`src/hw/rtl/ocsc_pkg.sv`:
```
// Shared types for the column occlusion span clipper.
`default_nettype none

package ocsc_pkg;

  // Scan sequencer states, one-hot.
  typedef enum logic [2:0] {
    ST_IDLE  = 3'b001,
    ST_SCAN  = 3'b010,
    ST_FLUSH = 3'b100
  } state_t;

  // Input item kinds (in_tuser).
  localparam logic KIND_CLEAR = 1'b0;
  localparam logic KIND_CLIP  = 1'b1;

  // Stream word widths.
  localparam int IN_TDATA_W  = 24;
  localparam int OUT_TDATA_W = 16;

  // Control broadcast to the column ring.
  typedef struct packed {
    logic clear;  // open every column
    logic shift;  // rotate the ring by one column
    logic wb;     // bit written back into the tail cell on a shift
  } ring_ctrl_t;

endpackage

`default_nettype wire

```
`src/hw/rtl/ocsc_cell.sv`:
```
// One column cell: holds a solid bit and passes it to its neighbor on a shift.
`default_nettype none

module ocsc_cell
  import ocsc_pkg::*;
(
  input  wire        clk,
  input  wire        rst_n,
  input  ring_ctrl_t ctrl,
  input  wire        bit_in,
  output logic       bit_out
);

  logic solid_r;
  logic solid_nxt;

  always_comb begin
    solid_nxt = solid_r;
    if (ctrl.clear) begin
      solid_nxt = 1'b0;
    end else if (ctrl.shift) begin
      solid_nxt = bit_in;
    end
  end

  always_ff @(posedge clk) begin
    if (!rst_n) begin
      solid_r <= 1'b0;
    end else begin
      solid_r <= solid_nxt;
    end
  end

  assign bit_out = solid_r;

endmodule

`default_nettype wire

```
`src/hw/rtl/ocsc_ring.sv`:
```
// Circular chain of column cells; cell 0 is the head seen by the sequencer.
`default_nettype none

module ocsc_ring
  import ocsc_pkg::*;
#(
  parameter int SCREEN_COLUMNS = 128
) (
  input  wire        clk,
  input  wire        rst_n,
  input  ring_ctrl_t ctrl,
  output logic       head_bit
);

  logic [SCREEN_COLUMNS-1:0] bits;

  for (genvar i = 0; i < SCREEN_COLUMNS; i++) begin : g_cell
    logic nb;
    if (i == SCREEN_COLUMNS - 1) begin : g_tail
      assign nb = ctrl.wb;
    end else begin : g_mid
      assign nb = bits[i+1];
    end
    ocsc_cell u_cell (
      .clk     (clk),
      .rst_n   (rst_n),
      .ctrl    (ctrl),
      .bit_in  (nb),
      .bit_out (bits[i])
    );
  end

  assign head_bit = bits[0];

endmodule

`default_nettype wire

```
`src/hw/rtl/column_occlusion_span_clipper_top.sv`:
```
// Top level of the column occlusion span clipper: scan sequencer and stream ports.
`default_nettype none

// One solid bit per screen column lives in a ring of SCREEN_COLUMNS cells.
// A clear word (tuser 0) opens every column and returns nothing.
// A clip word (tuser 1) names [first_col, last_col); last_col saturates at
// SCREEN_COLUMNS. An empty range is retired without a scan. Otherwise the
// ring rotates one column per cycle through a full revolution, stalling only
// while a finished run has nowhere to go; a flush state then hands out the
// held run before the sequencer returns to idle.
// Each maximal open run in range comes out as one word {run_end, run_start},
// with tlast on the last run of the item; when solid is set the run's columns
// are written back solid as they pass the head. A run is held one word behind
// so the last one can be tagged. in_tready is high only while no clip is in
// progress; the output register lets the final run wait while the next word
// is accepted.

module column_occlusion_span_clipper_top
  import ocsc_pkg::*;
#(
  parameter int SCREEN_COLUMNS = 128
) (
  input  wire                    clk,
  input  wire                    rst_n,
  // input stream
  input  wire                    in_tvalid,
  output logic                   in_tready,
  input  wire [IN_TDATA_W-1:0]   in_tdata,   // [7:0] first_col, [15:8] last_col, [16] solid
  input  wire                    in_tuser,   // [0] kind: 0 clear, 1 clip
  // result stream
  output logic                   out_tvalid,
  input  wire                    out_tready,
  output logic [OUT_TDATA_W-1:0] out_tdata,  // [6:0] run_start, [13:7] run_end
  output logic                   out_tlast   // last run of the item
);

  localparam int CW = $clog2(SCREEN_COLUMNS);
  localparam logic [CW-1:0] LAST_COL = CW'(SCREEN_COLUMNS - 1);
  localparam logic [7:0]    COLS8    = 8'(SCREEN_COLUMNS);

  // Input fields
  logic [7:0] in_first;
  logic [7:0] in_last;
  logic       in_solid;
  logic [7:0] in_hi_sat;
  logic       in_acc;

  assign in_first  = in_tdata[7:0];
  assign in_last   = in_tdata[15:8];
  assign in_solid  = in_tdata[16];
  assign in_hi_sat = (in_last > COLS8) ? COLS8 : in_last;
  assign in_acc    = in_tvalid && in_tready;

  // Sequencer state
  state_t        state_r,      state_nxt;
  logic [CW-1:0] cnt_r,        cnt_nxt;      // column now at the ring head
  logic [7:0]    lo_r,         lo_nxt;
  logic [7:0]    hi_r,         hi_nxt;
  logic          mark_r,       mark_nxt;
  logic          in_run_r,     in_run_nxt;
  logic [CW-1:0] start_r,      start_nxt;
  // one run held back so the last one can carry tlast
  logic          pend_valid_r, pend_valid_nxt;
  logic [CW-1:0] pend_start_r, pend_start_nxt;
  logic [CW-1:0] pend_end_r,   pend_end_nxt;
  // output register
  logic          out_valid_r,  out_valid_nxt;
  logic [CW-1:0] out_start_r,  out_start_nxt;
  logic [CW-1:0] out_end_r,    out_end_nxt;
  logic          out_last_r,   out_last_nxt;

  ring_ctrl_t ring_ctrl;
  logic       head_bit;

  ocsc_ring #(
    .SCREEN_COLUMNS (SCREEN_COLUMNS)
  ) u_ring (
    .clk      (clk),
    .rst_n    (rst_n),
    .ctrl     (ring_ctrl),
    .head_bit (head_bit)
  );

  // Column classification at the head
  logic          in_range;
  logic          col_open;
  logic          at_end;
  logic          run_close;
  logic          run_done;
  logic [CW-1:0] run_s;
  logic [CW-1:0] run_e;
  logic          slot_free;

  always_comb begin
    in_range  = (8'(cnt_r) >= lo_r) && (8'(cnt_r) < hi_r);
    col_open  = in_range && !head_bit;
    at_end    = (cnt_r == LAST_COL);
    run_close = in_run_r && !col_open;          // run ended on the previous column
    run_done  = run_close || (col_open && at_end);
    run_s     = in_run_r ? start_r : cnt_r;
    run_e     = run_close ? (cnt_r - CW'(1)) : cnt_r;
    slot_free = !out_valid_r || out_tready;
  end

  always_comb begin
    state_nxt      = state_r;
    cnt_nxt        = cnt_r;
    lo_nxt         = lo_r;
    hi_nxt         = hi_r;
    mark_nxt       = mark_r;
    in_run_nxt     = in_run_r;
    start_nxt      = start_r;
    pend_valid_nxt = pend_valid_r;
    pend_start_nxt = pend_start_r;
    pend_end_nxt   = pend_end_r;
    out_valid_nxt  = out_valid_r && !out_tready;
    out_start_nxt  = out_start_r;
    out_end_nxt    = out_end_r;
    out_last_nxt   = out_last_r;
    ring_ctrl      = '0;
    in_tready      = 1'b0;

    case (state_r)
      ST_IDLE: begin
        in_tready = 1'b1;
        if (in_acc) begin
          if (in_tuser == KIND_CLEAR) begin
            ring_ctrl.clear = 1'b1;
          end else if (in_first < in_hi_sat) begin
            lo_nxt     = in_first;
            hi_nxt     = in_hi_sat;
            mark_nxt   = in_solid;
            in_run_nxt = 1'b0;
            state_nxt  = ST_SCAN;
          end
        end
      end
      ST_SCAN: begin
        // stall the ring only when a finished run has nowhere to go
        if (!(run_done && pend_valid_r && !slot_free)) begin
          ring_ctrl.shift = 1'b1;
          ring_ctrl.wb    = head_bit | (col_open & mark_r);
          if (run_done) begin
            if (pend_valid_r) begin
              out_valid_nxt = 1'b1;
              out_start_nxt = pend_start_r;
              out_end_nxt   = pend_end_r;
              out_last_nxt  = 1'b0;
            end
            pend_valid_nxt = 1'b1;
            pend_start_nxt = run_s;
            pend_end_nxt   = run_e;
          end
          if (col_open && !in_run_r) begin
            start_nxt = cnt_r;
          end
          in_run_nxt = col_open && !at_end;
          if (at_end) begin
            cnt_nxt   = '0;
            state_nxt = ST_FLUSH;
          end else begin
            cnt_nxt = cnt_r + CW'(1);
          end
        end
      end
      ST_FLUSH: begin
        if (!pend_valid_r) begin
          state_nxt = ST_IDLE;
        end else if (slot_free) begin
          out_valid_nxt  = 1'b1;
          out_start_nxt  = pend_start_r;
          out_end_nxt    = pend_end_r;
          out_last_nxt   = 1'b1;
          pend_valid_nxt = 1'b0;
          state_nxt      = ST_IDLE;
        end
      end
      default: begin
        state_nxt = ST_IDLE;
      end
    endcase
  end

  // control state
  always_ff @(posedge clk) begin
    if (!rst_n) begin
      state_r      <= ST_IDLE;
      cnt_r        <= '0;
      in_run_r     <= 1'b0;
      pend_valid_r <= 1'b0;
      out_valid_r  <= 1'b0;
    end else begin
      state_r      <= state_nxt;
      cnt_r        <= cnt_nxt;
      in_run_r     <= in_run_nxt;
      pend_valid_r <= pend_valid_nxt;
      out_valid_r  <= out_valid_nxt;
    end
  end

  // payload
  always_ff @(posedge clk) begin
    lo_r         <= lo_nxt;
    hi_r         <= hi_nxt;
    mark_r       <= mark_nxt;
    start_r      <= start_nxt;
    pend_start_r <= pend_start_nxt;
    pend_end_r   <= pend_end_nxt;
    out_start_r  <= out_start_nxt;
    out_end_r    <= out_end_nxt;
    out_last_r   <= out_last_nxt;
  end

  assign out_tvalid = out_valid_r;
  assign out_tdata  = {2'b00, 7'(out_end_r), 7'(out_start_r)};
  assign out_tlast  = out_last_r;

`ifndef SYNTHESIS
  // Head must be back at column 0 whenever a new word can be taken.
  a_idle_home: assert property (@(posedge clk) disable iff (!rst_n)
    (state_r == ST_IDLE) |-> (cnt_r == '0 && !pend_valid_r && !in_run_r))
    else $error("sequencer idle with scan state left over");

  // An open run is only tracked while scanning.
  a_run_in_scan: assert property (@(posedge clk) disable iff (!rst_n)
    in_run_r |-> (state_r == ST_SCAN))
    else $error("open run outside of scan");

  // Emitted runs are well ordered.
  a_run_order: assert property (@(posedge clk) disable iff (!rst_n)
    out_valid_r |-> (out_start_r <= out_end_r))
    else $error("run start beyond run end");

  // The ring never rotates while a stalled run waits for the output.
  a_no_lost_run: assert property (@(posedge clk) disable iff (!rst_n)
    (ring_ctrl.shift && run_done && pend_valid_r) |-> slot_free)
    else $error("run overwritten while output busy");
`endif

endmodule

`default_nettype wire
```
`config.mk`:
```
export PLATFORM = sky130hd
export DESIGN_NAME = column_occlusion_span_clipper_top
export DESIGN_NICKNAME = d
export VERILOG_FILES = /design/src/hw/rtl/ocsc_pkg.sv /design/src/hw/rtl/ocsc_cell.sv /design/src/hw/rtl/ocsc_ring.sv /design/src/hw/rtl/column_occlusion_span_clipper_top.sv
export SDC_FILE = /design/constraint.sdc
export NUM_CORES = 1
export LEC_CHECK = 0
export ABC_AREA = 1
export BUFFER_PORTS_ARGS = -buffer_cell sky130_fd_sc_hd__buf_2
export CAP_MARGIN = 15
export CELL_PAD_IN_SITES_DETAIL_PLACEMENT = 1
export CELL_PAD_IN_SITES_GLOBAL_PLACEMENT = 1
export CORE_MARGIN = 1.5
export CORE_UTILIZATION = 45
export DETAILED_ROUTE_END_ITERATION = 10
export GPL_TIMING_DRIVEN = 1
export PLACE_DENSITY_LB_ADDON = 0.1
export SETUP_SLACK_MARGIN = 0.15
export SLEW_MARGIN = 20
export SYNTH_ARGS = -nofsm -noshare
export SYNTH_HDL_FRONTEND = slang
export SYNTH_HIERARCHICAL = 1
export SYNTH_SLANG_ARGS = --single-unit
export TNS_END_PERCENT = 100
```
`constraint.sdc`:
```
create_clock -name clk -period 6.6 [get_ports clk]
set_input_delay 0.66 -clock clk [delete_from_list [all_inputs] [get_ports clk]]
set_output_delay 0.66 -clock clk [all_outputs]
set_load 0.02 [all_outputs]
```
Word level (Yosys, flattened, before mapping)
Cells that the tools add are included.
W data, S select, Z words.
{"block": "word_totals", "regBits": 194, "latch_bits": 0, "ramBits": 0, "rom_bits": 0, "elab_cells": 248, "memories": 0}
{"block": "classes", "n_addsub": 2, "multipliers": 0, "div_mod_pow": 0, "magnitude_cmp": 4, "eq_ne": 14, "shifts": 0, "muxes": 52, "n_bitwise": 4, "n_reduce_logical": 30}
{"cell": "$mux W7", "count": 13}
{"cell": "$pmux W7 S2", "count": 2}
{"cell": "$mux W1", "count": 22}
{"cell": "$mux W3", "count": 7}
{"cell": "$ne A2 B2 Y1 const B", "count": 9}
{"cell": "$reduce_and A6 Y1", "count": 2}
{"cell": "$logic_and A1 B1 Y1", "count": 10}
{"cell": "$pmux W3 S3", "count": 1}
{"cell": "$reduce_and A3 Y1", "count": 3}
{"cell": "$ge A7 B8 Y1", "count": 1}
{"cell": "$gt A8 B8 Y1 const B", "count": 1}
{"cell": "$lt A7 B8 Y1", "count": 1}
{"cell": "$lt A8 B8 Y1", "count": 1}
{"cell": "$mux W8", "count": 1}
{"cell": "$pmux W1 S2", "count": 4}
{"cell": "$add A7 B1 Y7 const B", "count": 1}
{"cell": "$eq A7 B7 Y1 const B", "count": 1}
{"cell": "$logic_not A1 Y1", "count": 7}
{"cell": "$sub A7 B1 Y7 const B", "count": 1}
{"cell": "$reduce_and A5 Y1", "count": 1}
{"cell": "$mux W2", "count": 2}
{"cell": "$reduce_and A4 Y1", "count": 1}
{"cell": "$reduce_bool A2 Y1", "count": 2}
{"cell": "$eq A3 B1 Y1 const B", "count": 1}
{"cell": "other kinds (9)", "count": 11}

Logic depth before layout (Yosys ltp)
{"block": "depth", "ltp_word": 10, "ltp_mapped": 18}

By module
Netlist, hierarchy kept.
{"module": "ocsc_cell", "n_inst": 128, "cells_each": 7, "area_per_inst_um2": 47.5, "seq_area_each_um2": 20.0}
{"module": "column_occlusion_span_clipper_top", "n_inst": 1, "cells_each": 323, "area_per_inst_um2": 3280.6, "seq_area_each_um2": 1851.8}

Least setup slack after synthesis
No wires, ideal clock.
{"block": "synth_path", "kind": "reg-to-reg", "start": "register state_r[0]", "end": "register u_ring.g_cell[0].u_cell.solid_r", "setup_time_ps": 118, "arrival_time_ps": 5294, "setup_slack_ps": 1188, "stages_incl_launch_ff": 8, "period_less_slack_ps": 5412, "path_cell_list": "dfxtp_1 inv_1 nor3_1 nand2_1 nor2_1 inv_1 nand2_1 a21oi_2"}
{"item": "start, declared", "line_no": "column_occlusion_span_clipper_top.sv:55", "source": "state_t state_r, state_nxt;"}
{"item": "start signal, assigned", "line_no": "column_occlusion_span_clipper_top.sv:193", "source": "state_r <= state_nxt;"}
{"item": "end signal, assigned", "line_no": "ocsc_cell.sv:30", "source": "solid_r <= solid_nxt;"}
{"item": "end, declared", "line_no": "ocsc_cell.sv:14", "source": "logic solid_r;"}

Final worst setup path
{"block": "layout_path", "start": "register cnt_r[0]", "end": "register out_start_r[4], enable pin"}
{"block": "layout_between", "elab_chain_len": 10, "elab_cells_between_ends": 14, "classes_between": "order compare: 2; eq/ne: 3; reduce/logical: 9"}
{"item": "start, declared", "line_no": "column_occlusion_span_clipper_top.sv:56", "source": "logic [CW-1:0] cnt_r, cnt_nxt;"}
{"item": "start signal, assigned", "line_no": "column_occlusion_span_clipper_top.sv:194", "source": "cnt_r <= cnt_nxt;"}
{"item": "$ge A7 B8 Y1 / $lt A7 B8 Y1 (equally long branches)", "line_no": "column_occlusion_span_clipper_top.sv:95", "source": "in_range = (8'(cnt_r) >= lo_r) && (8'(cnt_r) < hi_r);"}
{"item": "$logic_and A1 B1 Y1", "line_no": "column_occlusion_span_clipper_top.sv:95"}
{"item": "$logic_and A1 B1 Y1", "line_no": "column_occlusion_span_clipper_top.sv:96", "source": "col_open = in_range && !head_bit;"}
{"item": "$logic_not A1 Y1", "line_no": "column_occlusion_span_clipper_top.sv:98", "source": "run_close = in_run_r && !col_open;"}
{"item": "$logic_and A1 B1 Y1", "line_no": "column_occlusion_span_clipper_top.sv:98"}
{"item": "$logic_or A1 B1 Y1 *", "line_no": "column_occlusion_span_clipper_top.sv:99", "source": "run_done = run_close || (col_open && at_end);"}
{"item": "$logic_and A1 B1 Y1 (2 in series)", "line_no": "column_occlusion_span_clipper_top.sv:140", "source": "if (!(run_done && pend_valid_r && !slot_free)) begin"}
{"item": "$ne A2 B2 Y1 (no source line)"}
{"item": "$reduce_and A6 Y1 (no source line) *"}
{"item": "end signal, assigned", "line_no": "column_occlusion_span_clipper_top.sv:209", "source": "out_start_r <= out_start_nxt;"}
{"item": "end, declared", "line_no": "column_occlusion_span_clipper_top.sv:68", "source": "logic [CW-1:0] out_start_r, out_start_nxt;"}
Mark *: on every way between the ends. The rest lies on a longest branch, timed or not.
A chain may end at the register's enable or synchronous reset.

==> results.md <==
* Synth Area in Compound Gates at 14.0%
* Arr. time, crit path at 3.84 ns
* Detailed Route Iter0 Violations at 293
* Dpl cell area at 9920 sq um
* Global-route wire length before repair at 32.8 mm
* Root Driver: clkbuf_16
* Worst setup EP type: flip-flop
* Mapped cell area at 9370 sq um
* WS Path Type: reg2reg
* Fin nets at 1329
* Lkg Pwr at 3.85 nW
* Die area at 21700 sq um
* Area growth syn-to-layout at 12.0%
* Initial antenna violation count at 0
* Setup Buffers After CTS at 0
* Period minus WS final at 3.78 ns
* Req. time, crit path at 6.66 ns
* Adder-cell share of the synthesized area at 2.94%
* Synth warn at 6
* Post-Synth Simple-Gate Area at 22.0%
* Vias at 7150
* R2R cell count at 16
* Total GRT Usage at 18.2%
* Startpoint types: flip-flop
* Pwr dens at 266 nW/um^2
* Crit-path max FO at 133
* GRT overflow at 0
* Clk buf depth at 2
* Max Slew Vio Count at 0
* Most frequent cells in the layout: nand2_1 (447), inv_1 (313), dfxtp_1 (141), a21oi_2 (130), edfxtp_1 (53)
* NetSw at 0.000905 W
* DRT Wirelength at 18.7 mm
* Sequential area share after synthesis at 47.1%
* Sequential power share at 45.3%
* Fin Setup TNS at 0 ns
* Netlist cell types at 31
* DRT Pass-1 Iters at 4
* Clk_skew at 0.0146 ns
* CP startpoint: cnt_r[0]
* Commonest non-fill, non-tap cell in the layout: nand2_1
* CTS tree: done
* # diodes at 0
* RSZ-0062 raised after global routing: false
* Die height at 147 um
* Area share of the largest cell type after synthesis at 30.1%
* Final Instance Area at 10500 sq um
* Clock Pin Slew Worst Setup and Hold Paths at 0.07 ns
* Num CTS Buffers at 17
* PnR worst setup slack at 2.82 ns
* WL/cell at 12.0 um
* Max Cap Viol at 0
* Fraction of layout cells with a size suffix above 1 at 17.4%
* #FFs+latches synth at 194
* Port bufs at 38
* DPL Wire Length at 12.0 mm
* H-tree depth at 4
* Setup Viol. Count Final at 0
* Fmax at 0.265 GHz
* Row Count at 52
* DRC at 0
* Mux cell area share after synthesis at 0%
* Post-CTS sizing at 0
* TritonCTS Sinks at 194
* Primary FF master, synth: dfxtp_1
* Seq. cell area at 4410 sq um
* Internal power at 0.00188 W
* Share of power burned in the clock network at 36.2%
* Min-Delay Path Class: in2reg
* Slew HR at 37.6%
* Final Hold Viols at 0
* Pre-CTS setup slack at 2.78 ns
* Crit path to: out_start_r[4]
* Synth top area cells: dfxtp_1 (30%), nand2_1 (18%), edfxtp_1 (17%)
* XOR/XNOR Fraction of Synth Area at 0.842%
* Sw frac at 32.5%
* Post-synth EDFFs at 53
* Layout Cells excl Fill at 1561
* Largest family of logic cells by synthesized area: simple AND/OR/NAND/NOR gates
* Multi-input logic area at 3740 sq um
* I/O pin cnt at 48
* Clk_lat worst skew at 0.44 ns
* Initial core utilization at 46.1%
* Fill count at 2537
* Comb pwr share at 18.5%
* R2r endpoint: out_start_r[4]
* Reg-to-reg slack, setup at 2.82 ns
* Slew @ Worst Pin at 0.937 ns
* Status: finished, final reports clean
* Total core area at 20300 sq um
* Area leader, netlist: dfxtp_1
* Reg-to-Reg Start: cnt_r[0]
* Peak supply drop at 0.156 mV
* Die Wd at 147 um
* Largest net degree at the start of global routing at 134
* Hold_buf cts at 0
* Ys async rst share at 0%
* Via density at 4.58
* Vias in the first global route at 7259
* Antenna violation net count after detailed routing at 0
* Cells after Synth at 1219
* Average size of a mapped cell at 7.68 sq um
* GP Congestion at 0.707
* Final worst path period share at 57.2%
* DP Cell Count at 1529
==> cell type report <==
type / instances / area share, %
clock buffers: 17 / 4.05
clock inverters: 15 / 1.39
inverters: 316 / 11.3
multi-input cells: 705 / 35.7
flip-flops and latches: 194 / 42.1
well taps: 270 / 3.22
repair buffers: 44 / 2.27
==> worst min-delay path by stage <==
stage                     cells after the start  slack [ns]             end       startpoint
after detailed placement                      0        0.41  out_start_r[4]  pend_start_r[4]
after CTS                                     1        0.39          mark_r     in_tdata[16]
after global placement                        0        0.40    out_end_r[4]    pend_end_r[4]
final                                         1        0.41          mark_r     in_tdata[16]
after floorplan                               0        0.40    out_end_r[0]    pend_end_r[0]
after global routing                          1        0.39          mark_r     in_tdata[16]
==> Yosys cell counts (2+ instances only) <==
cell type  number
ha_1           22
buf_4           3
nor2_2          2
nand2_1       447
o21ai_0        14
nand2_4         4
nor4_1          2
nand3_1        11
nor3_1          3
nand4_1         9
a21oi_1        18
xor2_1          9
clkbuf_1        2
inv_1         313
a21oi_2       130
nor2_1         20
nand2_2         4
edfxtp_1       53
dfxtp_1       141
==> registers in the layout, summed over array words and instances (netlist names), 3 cells and up <==
register                      cells
cnt_r                             7
hi_r                              8
lo_r                              8
out_end_r                         7
out_start_r                       7
pend_end_r                        7
pend_start_r                      7
start_r                           7
state_r                           3
u_ring/g_cell.u_cell/bit_out    128
==> layer usage <==
metal  track usage (%)  wire, um
met1              23.2      9220
met2              31.6      8910
met3              3.26       374
met4              5.25       178
met5                 0         0
==> cell families (layout without fill, tap and decap cells) <==
logic type | Yosys count | count (layout)
AOI/OAI and AO/OA | 164 | 164
adders and majority gates | 22 | 22
xor gates and xnor gates | 9 | 9
DFF | 194 | 194
other | 1 | 2
and+or+nand+nor | 508 | 508
buffers and inverters | 321 | 392
==> critical path, stage by stage, from the launching register on <==
cell     delay [ns]
dfxtp_1        0.46
inv_2          0.16
ha_1           0.30
nand2_1        0.04
nand3_1        0.08
nand2_1        0.05
nand2_1        0.06
nand2_1        0.05
nand2_1        0.13
nand3_4        0.11
nand2_4        0.12
nand2_4        0.10
nand2_4        0.11
nand2_8        0.09
inv_6          0.66
nand2_4        0.11
a21oi_2        0.70
==> power groups by stage <==
| stage | registers, W | logic [W] | clock network [W] |
|---|---|---|---|
| 2_1_floorplan | 0.00128 | 0.000455 | 0 |
| 3_3_place_gp | 0.00129 | 0.000498 | 0 |
| 3_5_place_dp | 0.00129 | 0.000522 | 0 |
| 4_1_cts | 0.00126 | 0.000527 | 0.00104 |
| 5_1_grt | 0.00127 | 0.000607 | 0.00108 |
| 6_report | 0.00126 | 0.000517 | 0.00101 |
==> per-stage QoR <==
step | hold slack, ns | utilization, % | total power [W]
after floorplan | 0.400 | - | 0.00174
after global placement | 0.403 | 48.9 | 0.00179
after detailed placement | 0.408 | 48.9 | 0.00181
after CTS | 0.390 | 51.7 | 0.00283
after global routing | 0.394 | 51.7 | 0.00296
final | 0.412 | 51.7 | 0.00279
Power figures use the tool's default switching activity.
